<file path="src/upd_pkg.sv">
// ----------------------------------------------------------------------------
// upd_pkg
// Types, character constants and the hex digit decoder of the percent decoder.
// ----------------------------------------------------------------------------
package upd_pkg;

	localparam logic [7:0] CH_PERCENT = 8'h25;
	localparam logic [7:0] CH_PLUS    = 8'h2B;
	localparam logic [7:0] CH_SPACE   = 8'h20;
	localparam logic [7:0] CH_NUL     = 8'h00;

	// escape state, one-hot
	typedef enum logic [2:0] {
		PH_IDLE  = 3'b001,
		PH_PCT   = 3'b010,
		PH_DIGIT = 3'b100
	} phase_t;

	typedef struct packed {
		logic [7:0] in_byte;
		logic       string_end;
	} in_item_t;

	typedef struct packed {
		logic [7:0] out_byte;
		logic       end_marker;
		logic       run_last;
	} out_item_t;

	// all results caused by one input item, slot 0 first
	typedef struct packed {
		logic [1:0]      cnt;
		logic            has_end;
		logic [2:0][7:0] data;
	} bundle_t;

	// front to queue
	typedef struct packed {
		logic    push;
		bundle_t bundle;
	} push_t;

	// queue to back
	typedef struct packed {
		logic    avail;
		bundle_t bundle;
	} head_t;

	typedef struct packed {
		logic       ok;
		logic [3:0] val;
	} hex_t;

	function automatic hex_t hex_decode(input logic [7:0] c);
		hex_t r;
		r.ok  = 1'b1;
		r.val = 4'd0;
		if (c >= 8'h30 && c <= 8'h39) begin
			r.val = 4'(c - 8'h30);
		end else if (c >= 8'h41 && c <= 8'h46) begin
			r.val = 4'(c - 8'h41 + 8'd10);
		end else if (c >= 8'h61 && c <= 8'h66) begin
			r.val = 4'(c - 8'h61 + 8'd10);
		end else begin
			r.ok = 1'b0;
		end
		return r;
	endfunction

endpackage

</file>
<file path="src/upd_stream_if.sv">
// ----------------------------------------------------------------------------
// upd_stream_if
// Valid/ready stream channel carrying one payload item per transfer.
// ----------------------------------------------------------------------------
interface upd_stream_if #(
	parameter type T = logic
);
	logic valid;
	logic ready;
	T     data;

	modport source (output valid, output data, input ready);
	modport sink   (input valid, input data, output ready);
endinterface

</file>
<file path="src/upd_back.sv">
// ----------------------------------------------------------------------------
// upd_back
// Unpacks the head bundle into single results through an output register.
// ----------------------------------------------------------------------------
module upd_back (
	input  logic           clk,
	input  logic           arst_n,
	input  upd_pkg::head_t head,
	output logic           pop,
	upd_stream_if.source   decoded
);
	logic [1:0]         slot_q;
	logic               valid_q;
	upd_pkg::out_item_t item_q;
	logic               load;
	logic               last;

	assign load = head.avail && (!valid_q || decoded.ready);
	assign last = (slot_q == head.bundle.cnt - 2'd1);
	assign pop  = load && last;

	assign decoded.valid = valid_q;
	assign decoded.data  = item_q;

	always_ff @(posedge clk) begin
		if (load) begin
			item_q.out_byte   <= head.bundle.data[slot_q];
			item_q.end_marker <= last && head.bundle.has_end;
			item_q.run_last   <= last;
		end
	end

	always_ff @(posedge clk or negedge arst_n) begin
		if (!arst_n) begin
			valid_q <= 1'b0;
			slot_q  <= 2'd0;
		end else begin
			if (load) begin
				valid_q <= 1'b1;
				slot_q  <= last ? 2'd0 : slot_q + 2'd1;
			end else if (decoded.ready) begin
				valid_q <= 1'b0;
			end
		end
	end
endmodule

</file>
<file path="src/flat_wrapper.sv">
// flat-port wrapper written by rule: the top's interface ports become plain ports
module upd_back_flat 
  (clk, arst_n, head, pop, decoded_valid, decoded_data, decoded_ready);
  upd_stream_if decoded_i ();
  input  logic clk;
  input  logic arst_n;
  input  upd_pkg::head_t head;
  output logic pop;
  output wire logic [$bits(decoded_i.valid)-1:0] decoded_valid;
  output wire logic [$bits(decoded_i.data)-1:0] decoded_data;
  input wire logic [$bits(decoded_i.ready)-1:0] decoded_ready;
  assign decoded_valid = decoded_i.valid;
  assign decoded_data = decoded_i.data;
  assign decoded_i.ready = decoded_ready;
  upd_back u_core (.clk(clk), .arst_n(arst_n), .head(head), .pop(pop), .decoded(decoded_i));
endmodule
</file>
<file path="config.mk">
export PLATFORM = sky130hd
export DESIGN_NAME = upd_back_flat
export DESIGN_NICKNAME = d
export VERILOG_FILES = /design/src/upd_pkg.sv /design/src/upd_stream_if.sv /design/src/upd_back.sv /design/src/flat_wrapper.sv
export SDC_FILE = /design/constraint.sdc
export NUM_CORES = 1
export LEC_CHECK = 0
export BUFFER_PORTS_ARGS = -buffer_cell sky130_fd_sc_hd__buf_4
export CAP_MARGIN = 0
export CORE_AREA = 2 2 39 41
export CTS_BUF_LIST = sky130_fd_sc_hd__clkbuf_2 sky130_fd_sc_hd__clkbuf_4 sky130_fd_sc_hd__clkbuf_8
export CTS_CLUSTER_DIAMETER = 120
export CTS_CLUSTER_SIZE = 10
export DETAILED_ROUTE_END_ITERATION = 8
export DIE_AREA = 0 0 41 43
export SETUP_SLACK_MARGIN = 0.2
export SLEW_MARGIN = 20
export SYNTH_ARGS = -nofsm -noshare
export SYNTH_HDL_FRONTEND = slang
export SYNTH_SLANG_ARGS = --single-unit
</file>
<file path="constraint.sdc">
create_clock -name clk -period 1.4 [get_ports clk]
set_input_delay 0.21 -clock clk [delete_from_list [all_inputs] [get_ports clk]]
set_output_delay 0.21 -clock clk [all_outputs]
set_load 0.01 [all_outputs]
</file>
After elaboration in Yosys (flattened, before gate mapping)
Cells that the tools add are included.
- register bits: 4
- bits in latches: 0
- bits in writable memories: 0
- ROM bits: 0
- bits of input ports: 31
- output and inout port bits: 3
- word-level logic and storage cells: 14
- memories kept: 0
- add/sub/neg operators: 2
- $mul: 0
- div/mod/pow operators: 0
- $lt $le $gt $ge: 0
- equal/unequal tests: 1
- shifts and indexed selects: 0
- multiplexer cells: 3
- bitwise logic cells: 0
- reduce and logical (&&, ||, !) cells: 5
- operators with widths (cell ; number):
    $add 2x1->2 const B ; 1
    $eq 2x2->1 ; 1
    $logic_and 1x1->1 ; 2
    $mux 1 ; 2
    $mux 2 ; 1
    $reduce_bool 2->1 ; 1
    $sub 2x1->2 const B ; 1
    $logic_not 1->1 ; 1
    $logic_or 1x1->1 ; 1

Depth between registers and ports, before layout
- depth after elaboration: 4
- depth in mapped cells: 3
- depth with buffers taken out: 3

Least setup slack after synthesis
Ideal clock, no wire load.
- path type: register to output
- from: reg u_core.slot_q[1]
- to: out pop
- arrival: 1112 ps
- slack: 78 ps
- cell stages (with the launch flop): 4
- buffers on the path: 0
- cell sequence: dfrtp_1 > xnor2_1 > or3b_1 > a21oi_1
- longest elaborated chain between the ends: 2
- RTL lines (what ; line ; RTL):
    start, declared ; upd_back.sv:12 ; logic [1:0] slot_q;
    start signal, assigned ; upd_back.sv:40 ; slot_q <= last ? 2'd0 : slot_q + 2'd1;
    $eq 2x2->1 ; upd_back.sv:19 ; assign last = (slot_q == head.bundle.cnt - 2'd1);
    $logic_and 1x1->1 ; upd_back.sv:20 ; assign pop = load && last;
    end, declared ; flat_wrapper.sv:8 ; output logic pop;
No other way between the ends.

Final worst setup path
Same ends and word-level chain as after synthesis.

==> reports/metrics.cfg <==
[critical_path]
crit_start = u_core.slot_q[1]
critPathRequiredTime_ps = 1190
cp-end-kind = output port
critPathMaxFanout = 3
critPathKind = reg -> out
start_kind = register
r2r-start = u_core.slot_q[1]
arrival_ps = 1450

[synthesis]
syn_nets = 53
yosysSeqAreaShare_pct = 49.7
synth_area_leaders = dfrtp_1, edfxtp_1, o31ai_1
synth_warnings = 0
synth_cell_type_count = 14
yosysTopAreaCell = dfrtp_1
synth_top_area_share_pct = 35.5
syn_avg_cell_area_um2 = 9.61
netlist_instances = 22
netlist_area_um2 = 211
ys_seq_elements = 4

[pwr]
p_clk_share_pct = 32.9
comb_power_share_pct = 33.7
p_seq_share_pct = 33.4
p_leak_nw = 0.179
switching_share_pct = 27.2
switching_power_uw = 147
vdd_drop_max_uv = 373
p_per_area_nw_per_um2 = 1490
internal-power_uw = 392

[sta]
finalSetupViolations = 1
maxSlewViolCount = 0
fin_crit_ps = 1660
worst_pin_slew_ps = 396
hold_viol = 0
fin_ws_ps = -256
maxSlewHeadroom_pct = 72.9
fmax_ghz = 0.604
rsz0062_at_grt = true
setup_tns_ps = -256
finClkSkew_ps = 8.03
finalCritPeriodShare_pct = 118

[layout]
areaGrowthSynthToFinish_pct = 70.4
antennaDiodeCount = 0
drive_gt1_share_pct = 45.9
instances_no_fill = 53
finalNetCount = 69

[place]
hpwl_um = 375
dp.cells = 47
portBuffers = 8
place_ws_ps = 12.9
routabilityCongestion = 0.673

[route]
wire_per_inst_um = 8.87
wirelength_um = 470
drc_errors = 0
ant_nets = 0
vias = 212
vias_per_cell = 4.00
drtIter0Drc = 2
dr.pass1.iters = 4

[cts]
cts-buffers-inserted = 3
clkSinkCount = 4
cts_buffer_depth = 2
cts_root_buf = clkbuf_4
clkLatencyLatePin_ps = 240
clk_pin_slew_ps = 40
htreeDepth = 1
cts_tree = built

[run]
drv_cap = 0

[worst_hold_path]
hp-class = in -> reg
min_from = head[27]

[global_route]
grt.total_usage_pct = 6.63
antenna_found_initial = 0
grt_pass1_vias = 185
overflow = 0
grt_pass1_wl_um = 703
grt_max_degree = 7

[die]
die-height_um = 43
die_w_um = 41
core.rowCount = 14
core_um2 = 1380
start_util_pct = 15.3
die_area_um2 = 1760
io_pins = 34

[status]
status = finished, violations left
violations = setup timing

[per-layer routing]
metal	share of wire [%]	vias to the layer above	GRT usage (%)	routed length, um
met4	0	0	6.00	0
met1	46	96	6.77	218
met3	9.4	0	6.28	44
met2	44	7	7.50	207
li1	-	109	-	-
met5	0	-	0	0
[metrics by stage]
stage | util (%) | instance area, um^2 | hold slack (ps) | power, mW
after floorplan | - | 215 | -85.6 | 0.259
after global placement | 21.9 | 303 | 4.08 | 0.320
after detailed placement | 21.9 | 303 | 5.73 | 0.325
after CTS | 24.8 | 343 | 189 | 0.516
after global routing | 26.0 | 360 | 208 | 0.576
final | 26.0 | 360 | 201 | 0.539
[final timing paths]
kind | slack, ps | endpoint | cells past startpoint
worst max-delay path | -260 | pop | 4
worst min-delay path | 200 | u_core.decoded.valid | 3
worst max register to register | 210 | u_core.slot_q[0] | 3
worst min register to register | 520 | u_core.decoded.valid | 2
max in group asynchronous | 990 | u_core.decoded.valid | 2
min in group asynchronous | 300 | u_core.slot_q[1] | 2
[cell usage in the layout, fill, tap and decap left out, types with 2 or more instances in the layout]
cell type,n
dfrtp_1,3
inv_1,3
buf_4,10
clkbuf_4,4
nand2_1,3
o31ai_1,2
[power groups by stage]
stage	combinational [mW]	clock (mW)	sequential (mW)
4_1_cts	0.150	0.189	0.176
6_report	0.182	0.177	0.180
3_3_place_gp	0.143	0	0.177
2_1_floorplan	0.0791	0	0.180
3_5_place_dp	0.147	0	0.178
5_1_grt	0.198	0.193	0.186
[final cells by class]
| class | count | area, um^2 |
|---|---|---|
| Timing Repair Buffer | 11 | 85.1 |
| Inverter | 3 | 11.3 |
| Fill cell | 155 | 1020 |
| Tap cell | 16 | 20.0 |
| Multi-Input combinational cell | 15 | 109 |
| Clock buffer | 4 | 30.0 |
| Sequential cell | 4 | 105 |
[logic make-up after synthesis]
| group | synth area share [%] |
|---|---|
| flip-flops | 49.7 |
| buffers and inverters | 5.33 |
| XOR/XNOR | 4.14 |
| AO/OA/AOI/OAI | 21.9 |
| AND/OR/NAND/NOR | 18.9 |
[worst max-delay path: stages (launching register included)]
cell,delay (ps)
dfrtp_1,400
xnor2_2,160
or3b_4,410
a21oi_2,120
buf_4,120
[sequential cells by signal, summed over array words and instances, names as in the netlist]
name,count
u_core.slot_q,2
u_core.decoded.valid,1
u_core.decoded.data,1
[synth_stat cells]
library cell  count
dfrtp_1           3
inv_1             3
nand2_1           3
a21oi_1           2
o31ai_1           2
a2111oi_0         1
a21o_1            1
edfxtp_1          1
nand2b_1          1
nand3b_1          1
nor2b_1           1
o21ai_0           1
or3b_1            1
xnor2_1           1
[timing repair]
| item | CTS | global route |
|---|---|---|
| setup endpoints to repair | 2 | 2 |
| hold endpoints to repair | 3 | 0 |
| resized for setup | 0 | 2 |
| buffers inserted | 0 | 1 |
| hold buffers | 1 | 0 |
| pin swaps | 0 | 2 |
(Power assumes the default switching activity.)
