[config.mk]
export PLATFORM = sky130hd
export DESIGN_NAME = upd_queue
export DESIGN_NICKNAME = d
export VERILOG_FILES = /design/src/upd_pkg.sv /design/src/upd_queue.sv
export SDC_FILE = /design/constraint.sdc
export NUM_CORES = 1
export LEC_CHECK = 0
export ABC_CLOCK_PERIOD_IN_PS = 3300
export BUFFER_PORTS_ARGS = -buffer_cell sky130_fd_sc_hd__buf_4
export CAP_MARGIN = 10
export CORE_ASPECT_RATIO = 0.8
export CORE_MARGIN = 3
export CORE_UTILIZATION = 50
export CTS_CLUSTER_SIZE = 25
export DETAILED_ROUTE_END_ITERATION = 6
export PLACE_DENSITY_LB_ADDON = 0.12
export SETUP_SLACK_MARGIN = 0.1
export SLEW_MARGIN = 20
export SYNTH_ARGS = -nofsm -noshare
export SYNTH_HDL_FRONTEND = slang
export SYNTH_SLANG_ARGS = --single-unit
[constraint.sdc]
create_clock -name clk -period 3.3 [get_ports clk]
set_clock_uncertainty 0.15 [all_clocks]
set_input_delay 0.33 -clock clk [delete_from_list [all_inputs] [get_ports clk]]
set_output_delay 0.33 -clock clk [all_outputs]
set_load 0.02 [all_outputs]
[src/upd_pkg.sv]
// ----------------------------------------------------------------------------
// upd_pkg
// Types, character constants and the hex digit decoder of the percent decoder.
// ----------------------------------------------------------------------------
package upd_pkg;

	localparam logic [7:0] CH_PERCENT = 8'h25;
	localparam logic [7:0] CH_PLUS    = 8'h2B;
	localparam logic [7:0] CH_SPACE   = 8'h20;
	localparam logic [7:0] CH_NUL     = 8'h00;

	// escape state, one-hot
	typedef enum logic [2:0] {
		PH_IDLE  = 3'b001,
		PH_PCT   = 3'b010,
		PH_DIGIT = 3'b100
	} phase_t;

	typedef struct packed {
		logic [7:0] in_byte;
		logic       string_end;
	} in_item_t;

	typedef struct packed {
		logic [7:0] out_byte;
		logic       end_marker;
		logic       run_last;
	} out_item_t;

	// all results caused by one input item, slot 0 first
	typedef struct packed {
		logic [1:0]      cnt;
		logic            has_end;
		logic [2:0][7:0] data;
	} bundle_t;

	// front to queue
	typedef struct packed {
		logic    push;
		bundle_t bundle;
	} push_t;

	// queue to back
	typedef struct packed {
		logic    avail;
		bundle_t bundle;
	} head_t;

	typedef struct packed {
		logic       ok;
		logic [3:0] val;
	} hex_t;

	function automatic hex_t hex_decode(input logic [7:0] c);
		hex_t r;
		r.ok  = 1'b1;
		r.val = 4'd0;
		if (c >= 8'h30 && c <= 8'h39) begin
			r.val = 4'(c - 8'h30);
		end else if (c >= 8'h41 && c <= 8'h46) begin
			r.val = 4'(c - 8'h41 + 8'd10);
		end else if (c >= 8'h61 && c <= 8'h66) begin
			r.val = 4'(c - 8'h61 + 8'd10);
		end else begin
			r.ok = 1'b0;
		end
		return r;
	endfunction

endpackage

[src/upd_queue.sv]
// ----------------------------------------------------------------------------
// upd_queue
// Short queue of result bundles between front and back.
// ----------------------------------------------------------------------------
module upd_queue #(
	parameter int DEPTH = 4
) (
	input  logic           clk,
	input  logic           arst_n,
	input  upd_pkg::push_t wr,
	output logic           full,
	input  logic           pop,
	output upd_pkg::head_t head
);
	localparam int AW = (DEPTH > 1) ? $clog2(DEPTH) : 1;
	localparam int CW = $clog2(DEPTH + 1);
	localparam logic [AW-1:0] LAST_PTR = AW'(DEPTH - 1);
	localparam logic [CW-1:0] FULL_CNT = CW'(DEPTH);

	upd_pkg::bundle_t        slots_q [DEPTH];
	logic [AW-1:0]           wr_ptr_q, rd_ptr_q;
	logic [CW-1:0]           count_q;
	logic                    do_pop;

	assign full        = (count_q == FULL_CNT);
	assign head.avail  = (count_q != '0);
	assign head.bundle = slots_q[rd_ptr_q];
	assign do_pop      = pop && head.avail;

	always_ff @(posedge clk) begin
		if (wr.push) begin
			slots_q[wr_ptr_q] <= wr.bundle;
		end
	end

	always_ff @(posedge clk or negedge arst_n) begin
		if (!arst_n) begin
			wr_ptr_q <= '0;
			rd_ptr_q <= '0;
			count_q  <= '0;
		end else begin
			if (wr.push) begin
				wr_ptr_q <= (wr_ptr_q == LAST_PTR) ? '0 : wr_ptr_q + AW'(1);
			end
			if (do_pop) begin
				rd_ptr_q <= (rd_ptr_q == LAST_PTR) ? '0 : rd_ptr_q + AW'(1);
			end
			if (wr.push && !do_pop) begin
				count_q <= count_q + CW'(1);
			end else if (do_pop && !wr.push) begin
				count_q <= count_q - CW'(1);
			end
		end
	end
endmodule

# --- Word-level counts from Yosys, hierarchy flattened ---
# Memory sizes are Yosys's and may differ from the RTL's.
# Cells that the tools add are included.
classes:
  n_reduce_logical: 7
  add_sub_neg: 4
  n_mux: 6
  n_eq_ne: 3
ops:
  columns: ["op", "count"]
  rows:
  - ["two-way mux 3 bit", 2]
  - ["adder 2 x 1 -> 2 bit, second input constant", 2]
  - ["equality test 2 bit, second input constant", 2]
  - ["two-way mux 2 bit", 2]
  - ["adder 3 x 1 -> 3 bit, second input constant", 1]
  - ["equality test 3 bit, second input constant", 1]
  - ["logical AND 1 bit", 3]
  - ["nonzero test 3 bit", 1]
  - ["subtractor 3 x 1 -> 3 bit, second input constant", 1]
  - ["zero test 1 bit", 2]
  - ["two-way mux 1 bit", 2]
  - ["nonzero test 2 bit", 1]
totals:
  input_bits: 31
  ram_bits: 108
  memories: 1
  regBits: 7
mem_list:
  columns: ["memory", "depth", "width", "read_ports", "rd_ports_with_merged_regs", "wr", "line", "rtl"]
  rows:
  - ["slots_q", 4, 27, 1, 0, 1, "upd_queue.sv:20", "upd_pkg::bundle_t slots_q [DEPTH];"]

# --- Longest topological paths before layout ---
depth:
  depth_word: 5
  mapped_depth: 8
  ltp_nobuf: 8

# --- Worst setup path after synthesis ---
# No wires, ideal clock.
synth_timing:
  path_kind: "flip-flop to flip-flop"
  startpoint: "register count_q[0]"
  endpoint: "register count_q[2]"
  path_buffers: 0
  period_less_slack_ps: 2168
  arrival_ps: 1939
  path_stages_with_launch: 9
  slack_ps: 1132
  cell_sequence: "dfrtp_1 > or3_4 > nand2_2 > ha_1 > inv_1 > fa_1 > xor2_1 > nor2_1 > xor2_1"
synth_lines:
  columns: ["item", "line", "rtl"]
  rows:
  - ["start, declared", "upd_queue.sv:22", "logic [CW-1:0] count_q;"]
  - ["start signal, assigned", "upd_queue.sv:49", "count_q <= count_q + CW'(1);"]
  - ["start signal, assigned", "upd_queue.sv:51", "count_q <= count_q - CW'(1);"]

==> results by group <==
Placement
  – Placed Instances: 345
  – HPWL after detailed placement: 4093 µm
  – GP Congestion: 0.6498
  – Dpl ws: 1.067 ns
  – Placed Area: 4900 µm²
  – Number of port buffers: 59

Synthesis
  – Register bit count reported by yosys: 115
  – Mapped Avg Cell Area: 24.32 µm²
  – Number of synthesis warnings: 0
  – Mapped Cells: 178
  – Synth unique cells: 21
  – Synthesized Nets: 216
  – Seq/Total Area, Yosys: 0.7896
  – Mapped cell area: 4329 µm²

Detailed routing
  – DRT iter0 DRCs: 115
  – Vias/cell: 5.128
  – WL/cell: 18.73 µm
  – WL final: 7605 µm
  – Detail Route Antenna Nets: 0
  – DRC viols: 0
  – First-pass detailed-route iteration total: 4
  – Via count: 2082

Worst setup path
  – Most used cell along the critical path: buf_4
  – FF-to-FF path depth: 8
  – R2r setup slk: 1.09 ns
  – R2r endpoint: count_q[2]
  – Kind of critical path: reg2out
  – Reg2reg start: count_q[0]
  – Slowest CP cell: mux4_2
  – Critical Path Start Type: flop
  – Kind of end point of the critical path: output pin
  – Max stage delay on crit path: 0.60 ns
  – Max FO, Critical Path: 30
  – Worst path required time: 2.82 ns
  – Worst Path Arrival: 2.11 ns
  – Critical-path cell list: buf_4, mux4_2, buf_4

Final layout
  – Layout cells sized above 1: 0.4228
  – Post-Layout Cell Count: 406
  – Antenna diode count: 0
  – Area grow syn2layout: 33.41%
  – Cell area after layout: 5776 µm²
  – Fin nets: 323

Global route
  – Initial antenna violation count: 0
  – Vias in the first global route: 2193
  – Grt ovf: 0
  – Largest net degree at the start of global routing: 31
  – Total track usage: 0.1722
  – First-pass GRT wire length: 11630 µm

CTS
  – CTS Hold Bufs: 29
  – Clock Sink Count: 115
  – CTS Buffer Depth: 2
  – CTS buffer count: 17
  – Worst-path clk slew: 0.05 ns
  – Setup bufs post-CTS: 0
  – Clock root buffer: clkbuf_8
  – H-tree level count: 4
  – Clk Latency, worst-skew pair: 0.50 ns
  – CTS tree: done
  – PostCTS Resize Cnt: 0

Floorplan
  – Full die area: 9818 µm²
  – Die Wd: 110.0 µm
  – FP Rows: 29
  – Initial Utilization: 0.5303
  – Die height: 89.23 µm
  – Placeable Area: 8164 µm²
  – I/O pin cnt: 60

Timing
  – Setup violators final: 0
  – Max Slew Vio Count: 0
  – Final setup margin: 0.7134 ns
  – Max Freq: 0.3866 GHz
  – Hold Slack: 0.04142 ns
  – Final Hold Violating Endpoints: 0
  – Actual slew at the worst max-slew pin: 0.5747 ns
  – Period utilization: 0.7838
  – Final min period: 2.587 ns
  – Max-Slew Margin vs Limit: 0.6169
  – RSZ-0062 raised after global routing: no
  – Setup TNS: 0 ns

Power
  – Internal Power: 3.822 mW
  – Sw power: 1.523 mW
  – Leak: 2.084 nW
  – VDD IR max: 0.6737 mV
  – Sequential share of power: 0.368
  – Combinational Power Share: 0.300
  – Pwr Density: 925.5 nW/µm²
  – Switching Fraction: 0.2850
  – Clk pwr share: 0.333

Worst hold path
  – Min-Delay Path Class: in2async

Outcome
  – Status: completed

Run
  – Max-cap viol count: 0
[final cells by class]
class	count	area [µm²]
Clock buffer	22	452.9
Clock inverter	10	132.6
Fill cell	495	2389
Inverter	3	11.26
Multi-Input combinational cell	54	845.8
Sequential cell	115	3420
Tap cell	108	135.1
Timing Repair Buffer	94	778.2
[power by group through the flow]
stage                     combinational [mW]  sequential [mW]  clock, mW
after floorplan                         1.08             1.97          0
after global placement                  1.60             1.98          0
after detailed placement                1.60             1.99          0
after CTS                               1.63             1.97       1.82
after global routing                    1.72             1.98       1.88
final                                   1.60             1.96       1.78
[cell usage in the layout, fill, tap and decap left out]
cell type      count
and2_1             4
buf_4             65
bufinv_16          3
clkbuf_1           3
clkbuf_16         16
clkbuf_8           3
clkinv_2           4
clkinvlp_4         3
dfrtp_1            6
dfrtp_2            1
dlygate4sd3_1     29
edfxtp_1         108
fa_1               1
ha_1               6
inv_1              3
mux2_2             3
mux4_1             1
mux4_2            26
nand2_1            2
nand2_2            1
nor2_1             3
nor3b_1            1
o21ai_0            2
or3_4              1
xnor2_1            1
xor2_1             2
[worst max-delay path, delay by kind of cell, from the launching register on]
family	cells	cell delay, ns
buf+inv	2	0.64
mux	1	0.60
flops	1	0.33
[kinds of logic after synthesis]
| logic type | after synthesis | synth area share |
|---|---|---|
| AO/OA/AOI/OAI | 2 | 0.002312 |
| multiplexers | 30 | 0.1491 |
| AND/OR/NAND/NOR | 12 | 0.01590 |
| flip-flops | 115 | 0.7896 |
| buffers and inverters | 9 | 0.01503 |
| adder cells (fa/ha/maj) | 7 | 0.02197 |
| XOR/XNOR | 3 | 0.006070 |
[worst max path at each step]
stage                            from         end  slack, ns  depth (start not counted)
after floorplan            count_q[0]  count_q[2]       1.13                          8
after global placement     count_q[0]  count_q[2]       1.12                          8
after detailed placement   count_q[0]  count_q[2]       1.07                          8
after CTS                 rd_ptr_q[0]    head[19]       0.64                          3
after global routing      rd_ptr_q[0]    head[19]       0.59                          3
final                     rd_ptr_q[0]    head[25]       0.71                          3
[state kept, by name, summed over array words and instances, names as in the netlist]
name,cells
slots_q,108
count_q,3
rd_ptr_q,2
wr_ptr_q,2
[per-stage QoR]
stage / util / total power [mW]
after floorplan: - / 3.051
after global placement: 0.6002 / 3.580
after detailed placement: 0.6002 / 3.591
after CTS: 0.7074 / 5.416
after global routing: 0.7074 / 5.584
final: 0.7074 / 5.345
[synthesized netlist by cell type (all sizes together)]
cell	count	share of area
and2	4	0.0058
buf	6	0.012
dfrtp	7	0.040
edfxtp	108	0.75
fa	1	0.0046
ha	6	0.017
inv	3	0.0026
mux2	3	0.0078
mux4	27	0.14
nand2	3	0.0032
nor2	3	0.0026
nor3b	1	0.0017
o21ai	2	0.0023
or3	1	0.0026
xnor2	1	0.0020
xor2	2	0.0040
[per-layer routing]
metal  global-route usage  up-vias  wire [µm]
met1               0.2196     1059       3374
met5                    0        -          0
li1                     -      954          -
met2               0.2737       63       3814
met4              0.07475        0         74
met3              0.05848        6        342
(Power assumes the default switching activity.)
